## src/hdl/combined_fibonacci_uniform_rng_unit_defines.svh

```systemverilog
// Assertion macros for the combined Fibonacci uniform RNG unit.
// Used by the top level only; no other dependencies.
`ifndef COMBINED_FIBONACCI_UNIFORM_RNG_UNIT_DEFINES_SVH
`define COMBINED_FIBONACCI_UNIFORM_RNG_UNIT_DEFINES_SVH

// Same-cycle implication.
`define CFRNG_ASSERT_IMP(label, clk, rst, ante, cons, msg) \
  label: assert property (@(posedge clk) disable iff (rst) (ante) |-> (cons)) \
    else $error(msg);

// Next-cycle implication.
`define CFRNG_ASSERT_NXT(label, clk, rst, ante, cons, msg) \
  label: assert property (@(posedge clk) disable iff (rst) (ante) |=> (cons)) \
    else $error(msg);

`endif

```

## src/hdl/cfrng_pkg.sv

```systemverilog
// Shared constants, command/status types and small arithmetic helpers
// for the combined Fibonacci uniform RNG. No dependencies.
`default_nettype none

package cfrng_pkg;

  localparam int LONG_LAG  = 17;
  localparam int SHORT_LAG = 5;
  localparam int WORD_BITS = 24;
  localparam int SEED_BITS = 32;
  localparam int IDX_BITS  = $clog2(LONG_LAG);

  localparam logic [WORD_BITS-1:0] C_INIT = 24'd362436;
  localparam logic [WORD_BITS-1:0] C_DEC  = 24'd7654321;
  localparam logic [WORD_BITS-1:0] C_MOD  = 24'd16777213;

  // Seed-mixing moduli
  localparam logic [7:0] MOD_I   = 8'd177;
  localparam logic [7:0] MOD_J   = 8'd167;
  localparam logic [7:0] MOD_K   = 8'd157;
  localparam logic [7:0] MOD_L   = 8'd147;
  localparam logic [7:0] MOD_M   = 8'd179;
  localparam logic [7:0] MOD_LCG = 8'd169;
  localparam logic [7:0] MUL_LCG = 8'd53;

  localparam logic [IDX_BITS-1:0] LONG_INIT  = IDX_BITS'(LONG_LAG - 1);
  localparam logic [IDX_BITS-1:0] SHORT_INIT = IDX_BITS'(SHORT_LAG - 1);
  localparam logic [IDX_BITS-1:0] LAST_WORD  = IDX_BITS'(LONG_LAG - 1);
  localparam logic [4:0]          LAST_BIT   = 5'(WORD_BITS - 1);
  // Seed magnitude is folded in one byte per step
  localparam logic [4:0]          LAST_MAG   = 5'(SEED_BITS / 8 - 1);

  localparam logic FUNC_DRAW   = 1'b0;
  localparam logic FUNC_RESEED = 1'b1;

  typedef struct packed {
    logic                load_seed;
    logic                seed_sel;   // 1: item seed, 0: auto seed
    logic                mod_step;
    logic                mix_init;
    logic                mul1;
    logic                red1;
    logic                mul2;
    logic                red2;
    logic                shift_bit;
    logic                fill_wr;
    logic [IDX_BITS-1:0] fill_addr;
    logic                draw_rd;
    logic                draw_wr;
  } cfrng_cmd_t;

  typedef struct packed {
    logic out_free;
  } cfrng_stat_t;

  // x mod m by restoring subtraction; needs x < m * 256.
  function automatic logic [7:0] reduce_mod(input logic [15:0] x, input logic [7:0] m);
    logic [15:0] v;
    logic [15:0] d;
    v = x;
    for (int s = 7; s >= 0; s--) begin
      d = {8'd0, m} << s;
      if (v >= d) begin
        v = v - d;
      end
    end
    return v[7:0];
  endfunction

  function automatic logic [IDX_BITS-1:0] step_down(input logic [IDX_BITS-1:0] idx);
    logic [IDX_BITS-1:0] r;
    if (idx == '0 || idx > LAST_WORD) begin
      r = LAST_WORD;
    end else begin
      r = idx - IDX_BITS'(1);
    end
    return r;
  endfunction

endpackage

`default_nettype wire

```

## src/hdl/cfrng_datapath.sv

```systemverilog
// Datapath: seed remainders, mixing sequence, lag table memory,
// congruential term and output register. Depends on cfrng_pkg.
`default_nettype none

module cfrng_datapath (
  input  wire logic                                clk,
  input  wire logic                                rst,
  input  wire logic                                cfg_we,
  input  wire logic [cfrng_pkg::SEED_BITS-1:0]     cfg_data,
  input  wire logic [cfrng_pkg::SEED_BITS-1:0]     seed,
  input  wire cfrng_pkg::cfrng_cmd_t               cmd,
  output cfrng_pkg::cfrng_stat_t                   stat,
  output logic                                     out_valid,
  input  wire logic                                out_ready,
  output logic [cfrng_pkg::WORD_BITS-1:0]          sample
);

  logic [cfrng_pkg::SEED_BITS-1:0] auto_seed;
  logic [cfrng_pkg::SEED_BITS-1:0] seed_src;
  logic [cfrng_pkg::SEED_BITS-1:0] mag_sh;
  logic [7:0] mag_top;
  logic [7:0] rem_i, rem_j, rem_k, rem_l;
  logic [7:0] i1, j1, k1, l1, r1, m1_new;
  logic [15:0] prod;
  logic [15:0] lcg_arg;
  logic [11:0] lm;
  logic [cfrng_pkg::WORD_BITS-1:0] word, fill_word;

  logic [cfrng_pkg::WORD_BITS-1:0] lag_mem [cfrng_pkg::LONG_LAG];
  logic [cfrng_pkg::WORD_BITS-1:0] rd_long, rd_short, t_val;
  logic [cfrng_pkg::IDX_BITS-1:0]  long_idx, short_idx;
  logic [cfrng_pkg::WORD_BITS-1:0] c_term, c_next;

  always_ff @(posedge clk) begin
    if (rst) begin
      auto_seed <= '0;
    end else if (cfg_we) begin
      auto_seed <= cfg_data;
    end
  end

  assign seed_src = cmd.seed_sel ? seed : auto_seed;
  assign mag_top  = mag_sh[cfrng_pkg::SEED_BITS-1 -: 8];

  // Seed magnitude, then four remainders one byte per cycle
  always_ff @(posedge clk) begin
    if (cmd.load_seed) begin
      mag_sh <= seed_src[cfrng_pkg::SEED_BITS-1] ? (~seed_src + 32'd1) : seed_src;
      rem_i  <= '0;
      rem_j  <= '0;
      rem_k  <= '0;
      rem_l  <= '0;
    end else if (cmd.mod_step) begin
      mag_sh <= {mag_sh[cfrng_pkg::SEED_BITS-9:0], 8'd0};
      rem_i  <= cfrng_pkg::reduce_mod({rem_i, mag_top}, cfrng_pkg::MOD_I);
      rem_j  <= cfrng_pkg::reduce_mod({rem_j, mag_top}, cfrng_pkg::MOD_J);
      rem_k  <= cfrng_pkg::reduce_mod({rem_k, mag_top}, cfrng_pkg::MOD_K);
      rem_l  <= cfrng_pkg::reduce_mod({rem_l, mag_top}, cfrng_pkg::MOD_L);
    end
  end

  // Mixing sequence: multiply, reduce, multiply, reduce, then shift in a bit
  assign m1_new  = cfrng_pkg::reduce_mod(prod, cfrng_pkg::MOD_M);
  assign lcg_arg = 16'(l1) * 16'(cfrng_pkg::MUL_LCG) + 16'd1;
  assign lm      = 12'(l1[5:0]) * 12'(k1[5:0]);
  assign fill_word = {word[cfrng_pkg::WORD_BITS-2:0], lm[5]};

  always_ff @(posedge clk) begin
    if (cmd.mix_init) begin
      i1   <= rem_i + 8'd1;
      j1   <= rem_j + 8'd1;
      k1   <= rem_k + 8'd1;
      l1   <= rem_l + 8'd1;
      word <= '0;
    end else begin
      if (cmd.mul1) begin
        prod <= 16'(i1) * 16'(j1);
      end
      if (cmd.red1) begin
        r1 <= cfrng_pkg::reduce_mod(prod, cfrng_pkg::MOD_M);
      end
      if (cmd.mul2) begin
        prod <= 16'(r1) * 16'(k1);
      end
      if (cmd.red2) begin
        i1 <= j1;
        j1 <= k1;
        k1 <= m1_new;
        l1 <= cfrng_pkg::reduce_mod(lcg_arg, cfrng_pkg::MOD_LCG);
      end
      if (cmd.shift_bit) begin
        word <= fill_word;
      end
    end
  end

  // Lag table: one write port, two registered read ports
  assign t_val = rd_long - rd_short;

  always_ff @(posedge clk) begin
    if (cmd.draw_wr) begin
      lag_mem[long_idx] <= t_val;
    end else if (cmd.fill_wr) begin
      lag_mem[cmd.fill_addr] <= fill_word;
    end
    if (cmd.draw_rd) begin
      rd_long  <= lag_mem[long_idx];
      rd_short <= lag_mem[short_idx];
    end
  end

  assign c_next = (c_term >= cfrng_pkg::C_DEC) ? (c_term - cfrng_pkg::C_DEC)
                                               : (c_term + (cfrng_pkg::C_MOD - cfrng_pkg::C_DEC));

  always_ff @(posedge clk) begin
    if (rst) begin
      long_idx  <= cfrng_pkg::LONG_INIT;
      short_idx <= cfrng_pkg::SHORT_INIT;
      c_term    <= cfrng_pkg::C_INIT;
    end else begin
      if (cmd.draw_rd) begin
        c_term <= c_next;
      end
      if (cmd.draw_wr) begin
        long_idx  <= cfrng_pkg::step_down(long_idx);
        short_idx <= cfrng_pkg::step_down(short_idx);
      end
    end
  end

  // Output register
  always_ff @(posedge clk) begin
    if (rst) begin
      out_valid <= 1'b0;
    end else if (cmd.draw_wr) begin
      out_valid <= 1'b1;
    end else if (out_ready) begin
      out_valid <= 1'b0;
    end
  end

  always_ff @(posedge clk) begin
    if (cmd.draw_wr) begin
      sample <= t_val - c_term;
    end
  end

  assign stat.out_free = !out_valid || out_ready;

endmodule

`default_nettype wire

```

## src/hdl/cfrng_ctrl.sv

```systemverilog
// Controller FSM: sequences seeding (remainders, mixing, table fill)
// and draws. Depends on cfrng_pkg.
`default_nettype none

module cfrng_ctrl (
  input  wire logic                  clk,
  input  wire logic                  rst,
  input  wire logic                  in_valid,
  output logic                       in_ready,
  input  wire logic                  func,
  input  wire cfrng_pkg::cfrng_stat_t stat,
  output cfrng_pkg::cfrng_cmd_t      cmd
);

  typedef enum logic [8:0] {
    S_IDLE    = 9'b000000001,
    S_MODS    = 9'b000000010,
    S_MIX     = 9'b000000100,
    S_MUL1    = 9'b000001000,
    S_RED1    = 9'b000010000,
    S_MUL2    = 9'b000100000,
    S_RED2    = 9'b001000000,
    S_SHIFT   = 9'b010000000,
    S_DRAW_RD = 9'b100000000
  } state_t;

  state_t state, state_next;
  logic [4:0] cnt, cnt_next;
  logic [cfrng_pkg::IDX_BITS-1:0] word_idx, word_idx_next;
  logic seeded, seeded_next;
  logic pend_draw, pend_draw_next;
  logic draw_wr_pend, draw_wr_pend_next;
  logic accept;

  assign in_ready = (state == S_IDLE) && !draw_wr_pend;
  assign accept   = in_valid && in_ready;

  always_comb begin
    state_next        = state;
    cnt_next          = cnt;
    word_idx_next     = word_idx;
    seeded_next       = seeded;
    pend_draw_next    = pend_draw;
    draw_wr_pend_next = draw_wr_pend;
    cmd               = '0;
    cmd.fill_addr     = word_idx;

    // draw write-back waits for a free output slot
    if (draw_wr_pend && stat.out_free) begin
      cmd.draw_wr       = 1'b1;
      draw_wr_pend_next = 1'b0;
    end

    case (state)
      S_IDLE: begin
        if (accept) begin
          cmd.load_seed  = 1'b1;
          cmd.seed_sel   = (func == cfrng_pkg::FUNC_RESEED);
          pend_draw_next = (func == cfrng_pkg::FUNC_DRAW);
          cnt_next       = '0;
          if (func == cfrng_pkg::FUNC_RESEED || !seeded) begin
            state_next = S_MODS;
          end else begin
            state_next = S_DRAW_RD;
          end
        end
      end
      S_MODS: begin
        cmd.mod_step = 1'b1;
        cnt_next     = cnt + 5'd1;
        if (cnt == cfrng_pkg::LAST_MAG) begin
          state_next = S_MIX;
        end
      end
      S_MIX: begin
        cmd.mix_init  = 1'b1;
        cnt_next      = '0;
        word_idx_next = '0;
        state_next    = S_MUL1;
      end
      S_MUL1: begin
        cmd.mul1   = 1'b1;
        state_next = S_RED1;
      end
      S_RED1: begin
        cmd.red1   = 1'b1;
        state_next = S_MUL2;
      end
      S_MUL2: begin
        cmd.mul2   = 1'b1;
        state_next = S_RED2;
      end
      S_RED2: begin
        cmd.red2   = 1'b1;
        state_next = S_SHIFT;
      end
      S_SHIFT: begin
        cmd.shift_bit = 1'b1;
        state_next    = S_MUL1;
        if (cnt == cfrng_pkg::LAST_BIT) begin
          cmd.fill_wr = 1'b1;
          cnt_next    = '0;
          if (word_idx == cfrng_pkg::LAST_WORD) begin
            seeded_next = 1'b1;
            state_next  = pend_draw ? S_DRAW_RD : S_IDLE;
          end else begin
            word_idx_next = word_idx + cfrng_pkg::IDX_BITS'(1);
          end
        end else begin
          cnt_next = cnt + 5'd1;
        end
      end
      S_DRAW_RD: begin
        cmd.draw_rd       = 1'b1;
        draw_wr_pend_next = 1'b1;
        pend_draw_next    = 1'b0;
        state_next        = S_IDLE;
      end
      default: begin
        state_next = S_IDLE;
      end
    endcase
  end

  always_ff @(posedge clk) begin
    if (rst) begin
      state        <= S_IDLE;
      cnt          <= '0;
      word_idx     <= '0;
      seeded       <= 1'b0;
      pend_draw    <= 1'b0;
      draw_wr_pend <= 1'b0;
    end else begin
      state        <= state_next;
      cnt          <= cnt_next;
      word_idx     <= word_idx_next;
      seeded       <= seeded_next;
      pend_draw    <= pend_draw_next;
      draw_wr_pend <= draw_wr_pend_next;
    end
  end

endmodule

`default_nettype wire

```

## src/hdl/combined_fibonacci_uniform_rng_unit.sv

```systemverilog
// Combined lagged-Fibonacci / congruential uniform RNG, top level.
// Depends on cfrng_pkg, cfrng_ctrl, cfrng_datapath and the defines header.
//
// Usage:
//  - Input channel (in_valid/in_ready, func, seed): func = draw produces one
//    sample transaction; func = reseed refills the 17-word lag table from
//    seed and produces nothing.
//  - Output channel (out_valid/out_ready, sample): 24-bit unsigned fraction.
//  - cfg_we/cfg_data write auto_seed; write only while the unit is idle.
// Sequencing:
//  - Seeded draw: accept, table read, then write-back into the output register
//    once the slot frees, before the next accept; sample visible the cycle after.
//  - Reseed: 4 remainder steps of one seed byte each, mixing setup, then 408 table
//    bits, each by multiply, reduce, multiply, reduce, shift on the shared unit.
//  - A draw before any seeding first runs the same fill from auto_seed.
// Reset (rst, synchronous): indices 16/4, congruential term 362436,
// auto_seed 0, unseeded. Table content is not cleared.
// Stall: the output register holds a finished sample while the unit takes
// the next transaction; a draw's write-back waits until the slot frees.
`default_nettype none

`include "combined_fibonacci_uniform_rng_unit_defines.svh"

module combined_fibonacci_uniform_rng_unit (
  input  wire logic                            clk,
  input  wire logic                            rst,
  input  wire logic                            cfg_we,
  input  wire logic [cfrng_pkg::SEED_BITS-1:0] cfg_data,
  input  wire logic                            in_valid,
  output logic                                 in_ready,
  input  wire logic                            func,
  input  wire logic [cfrng_pkg::SEED_BITS-1:0] seed,
  output logic                                 out_valid,
  input  wire logic                            out_ready,
  output logic [cfrng_pkg::WORD_BITS-1:0]      sample
);

  cfrng_pkg::cfrng_cmd_t  cmd;
  cfrng_pkg::cfrng_stat_t stat;

  // Sequencer: owns seeding progress and draw ordering
  cfrng_ctrl u_ctrl (
    .clk      (clk),
    .rst      (rst),
    .in_valid (in_valid),
    .in_ready (in_ready),
    .func     (func),
    .stat     (stat),
    .cmd      (cmd)
  );

  // Arithmetic, lag table and output register
  cfrng_datapath u_dp (
    .clk       (clk),
    .rst       (rst),
    .cfg_we    (cfg_we),
    .cfg_data  (cfg_data),
    .seed      (seed),
    .cmd       (cmd),
    .stat      (stat),
    .out_valid (out_valid),
    .out_ready (out_ready),
    .sample    (sample)
  );

  // Busy right after taking a transaction
  `CFRNG_ASSERT_NXT(a_busy_after_accept, clk, rst, in_valid && in_ready, !in_ready, "ready after accept")
  // Write-back never overwrites a pending sample
  `CFRNG_ASSERT_IMP(a_wr_into_free, clk, rst, cmd.draw_wr, stat.out_free, "output overwritten")
  // Mixing phases are exclusive
  `CFRNG_ASSERT_IMP(a_phase_excl, clk, rst, 1'b1, $onehot0({cmd.mul1, cmd.red1, cmd.mul2, cmd.red2, cmd.shift_bit, cmd.mod_step, cmd.draw_rd}), "phase overlap")
  // Table fill only with a completed bit
  `CFRNG_ASSERT_IMP(a_fill_on_shift, clk, rst, cmd.fill_wr, cmd.shift_bit && !cmd.draw_wr, "fill outside shift")

endmodule

`default_nettype wire
```

## config.mk

```make
export PLATFORM = sky130hd
export DESIGN_NAME = combined_fibonacci_uniform_rng_unit
export DESIGN_NICKNAME = d
export VERILOG_FILES = /design/src/hdl/cfrng_pkg.sv /design/src/hdl/cfrng_datapath.sv /design/src/hdl/cfrng_ctrl.sv /design/src/hdl/combined_fibonacci_uniform_rng_unit.sv
export VERILOG_INCLUDE_DIRS = /design/src /design/src/hdl
export SDC_FILE = /design/constraint.sdc
export NUM_CORES = 2
export LEC_CHECK = 0
export ABC_AREA = 1
export BUFFER_PORTS_ARGS = -buffer_cell sky130_fd_sc_hd__buf_4
export CORE_UTILIZATION = 51
export DETAILED_ROUTE_END_ITERATION = 8
export PLACE_DENSITY = 0.65
export RECOVER_POWER = 25
export SYNTH_ARGS = -nofsm -noshare
export SYNTH_HDL_FRONTEND = slang
export SYNTH_SLANG_ARGS = --single-unit
```

## constraint.sdc

```tcl
create_clock -name clk -period 11.85 [get_ports clk]
set_input_delay 1.185 -clock clk [delete_from_list [all_inputs] [get_ports clk]]
set_output_delay 1.185 -clock clk [all_outputs]
set_load 0.1 [all_outputs]
```

==> impl_metrics.ini <==
[clock_network]
cts_tree = yes
clk_latency_ns = 0.68
cts.sinks = 712
hold_buffers = 0
cts_root_buf = clkbuf_16
cts_buffer_depth = 3
numCtsBuffers = 81
htree_num_levels = 3
path_clk_slew_ns = 0.06

[route]
wire_per_inst_um = 17.7
drt_pass1_iterations = 9
routed_wl_um = 186000
antenna_left = 0
vias = 58600
dr.first_iter.drc_count = 5758
drcViolationCount = 0
viasPerCell = 5.60

[die]
design.portCount = 96
coreArea_mm2 = 0.122
initial_core_util_pct = 51.5
die_y_um = 353
dieWidth_um = 353
num_rows = 128
dieArea_mm2 = 0.124

[critical_path]
path_delay_family = simple AND/OR/NAND/NOR gates
worst-path-buf-inv = 6
worstPathMaxFanout = 16
cp_num_cells = 60
slowest_delay_ns = 0.62
cp_data_required_time_ns = 12.41
rr_worst_depth = 60
rr_startpoint = u_dp.mag_sh[25]
slowest_stage = nor2_1
cp_common_cell = nand2_1
cp-start-kind = flip-flop
timing.rr.end = u_dp.rem_i[3]
arrival_ns = 11.37
r2r_setup_slack_ns = 1.04
critical_path_class = reg -> reg
endpoint_kind = flip-flop

[min_path]
hold_path_depth = 1
hold_end = u_dp.c_term[22]
min_path_type = reg -> reg
hp-start = u_dp.c_term[22]

[logic_synthesis]
synth_cells = 8786
synth_area_leaders = edfxtp_1 (27%), nand2_1 (13%), inv_1 (6.7%), nand3_1 (6.5%), o21ai_0 (5.2%)
ys_types = 82
yosysSeqAreaShare_pct = 31.8
yosysWarningCount = 0
yosys_register_bits = 712
yosysTopAreaCell = edfxtp_1
ys_top_cells_by_count = nand2_1 (2,203), inv_1 (1,115), nand3_1 (812)
synth_area_mm2 = 0.0627
syn_avg_cell_area_um2 = 7.14
synth.top_cell.area_share_pct = 27.2
synth.most_common_cell = nand2_1
async_flop_share_pct = 0
synth_top_flop_cell = edfxtp_1
syn-num-nets = 9186
synth_enable_flop_cells = 568

[finish]
drive_above_1_share_pct = 11.5
areaGrowthSynthToFinish_pct = 7.49
fill_cells = 11800
nets = 9169

[outcome]
failed_checks = max-capacitance violations, max-slew violations
outcome = finished, violations left

[sta]
finalCriticalPeriod_ns = 10.81
finalCritPeriodShare_pct = 91.2
finClkSkew_ns = 0.0528
max_slew.worst_pin.slew_ns = 4.44
finalSetupViolCount = 0
slew_violations = 464
max_freq_mhz = 92.5
max_slew_margin_pct = -196
finalWorstSetupSlack_ns = 1.04
hold_viol = 0

[grt]
grt_max_degree = 101
grt_pass1_wl_um = 292000
antenna_found_initial = 4
grtUsageTotal_pct = 29.0
grt_pass1_vias = 54000
grt.overflow.total = 0

[flow_run]
drv_cap = 9

[place]
port-buffer-count = 95
dp_hpwl_um = 131000
post-place-ws_ns = 0.276
gp_congestion = 0.911
## cell usage in the layout, fill, tap and decap left out, types with 60 or more instances in the layout
cell type and instances:
edfxtp_1 568, nand2_2 257, fa_1 86, nand3_1 810, inv_2 93, nor2_4 61
clkbuf_16 82, xor2_1 234, inv_1 1115, nor2_2 63, nor2_1 673, nand3_2 63
o211ai_1 114, ha_1 244, a21oi_1 338, o21ai_0 657, buf_4 164, nand4_1 135
dfxtp_1 140, nand2_1 2201, clkbuf_1 60
## through the flow
step | util (%) | std cells | area (um2) | setup TNS (ns) | hold slack (ns)
finish | 55.3 | 10500 | 67400 | 0 | 0.455
global route | 55.3 | 10500 | 67400 | -0.0410 | 0.482
CTS | 55.3 | 10400 | 67400 | 0 | 0.454
detailed placement | 53.1 | 10300 | 64700 | 0 | 0.445
global placement | 53.1 | 10300 | 64700 | 0 | 0.442
floorplan | - | 8786 | 62700 | 0 | 0.422
## cell families (layout without fill, tap and decap cells)
kind of cell / count (synthesis) / after routing / share of synthesized area, %
flops: 712 / 712 / 31.8
simple gates: 4505 / 4507 / 33.3
compound gates: 1391 / 1391 / 12.8
mux: 16 / 16 / 0.255
buf+inv: 1534 / 1581 / 9.98
xor+xnor: 298 / 298 / 4.27
other cells: 0 / 1 / 0
fa+ha+maj: 330 / 330 / 7.61
## worst reg2reg max path, delay by kind of cell (launching register included)
family                     cells  cell delay [ns]
AOI/OAI and AO/OA              1             0.14
xor gates and xnor gates       2             0.68
adders and majority gates      6             1.30
buffers and inverters          6             0.65
DFF                            1             0.58
and+or+nand+nor               45             7.35
## area by class of cell
class	instances	area, um2	share of cell area [%]
Antenna cell	1	2.50	0.00371
Clock buffer	107	2200	3.26
Clock inverter	42	447	0.662
Inverter	1227	4620	6.86
Multi-Input combinational cell	6542	36800	54.6
Sequential cell	712	19900	29.6
Tap cell	1625	2030	3.02
Timing Repair Buffer	205	1390	2.06
## metal layers
metal / track usage (%) / share of wire (%) / vias up
met5: 0 / 0 / -
li1: - / - / 28900
met4: 9.08 / 3.2 / 0
met3: 3.42 / 7.4 / 342
met2: 47.2 / 45 / 2058
met1: 40.3 / 44 / 27300
## flip-flops by register name, indices dropped and copies added (netlist names), 8 cells and up
signal,count
u_dp.l1,8
u_dp.k1,8
u_dp.rem_j,8
u_dp.sample,24
u_dp.lag_mem,408
u_dp.rem_k,8
u_dp.word,23
u_dp.prod,16
u_dp.c_term,24
u_dp.auto_seed,32
u_dp.rem_l,8
u_dp.rem_i,8
u_dp.mag_sh,32
u_dp.rd_short,24
u_dp.r1,8
u_dp.i1,8
u_dp.j1,8
u_ctrl.state,9
u_dp.rd_long,24
## how the worst max path moves through the flow
| stage | startpoint | endpoint |
|---|---|---|
| global route | u_dp.l1[2] | u_dp.l1[7] |
| floorplan | u_dp.l1[2] | u_dp.l1[7] |
| global placement | u_dp.l1[2] | u_dp.l1[7] |
| CTS | u_dp.l1[2] | u_dp.l1[7] |
| finish | u_dp.mag_sh[25] | u_dp.rem_i[3] |
| detailed placement | u_dp.l1[2] | u_dp.l1[7] |
## repair_timing
item / CTS / global route
gates resized for setup: 0 / 15
setup endpoints to repair: 0 / 9
endpoints found under the hold margin: 0 / 0
setup buffers: 0 / 14
Power is not shown: default switching activity piles up to over one toggle a cycle in this logic, so the estimate is an artifact.
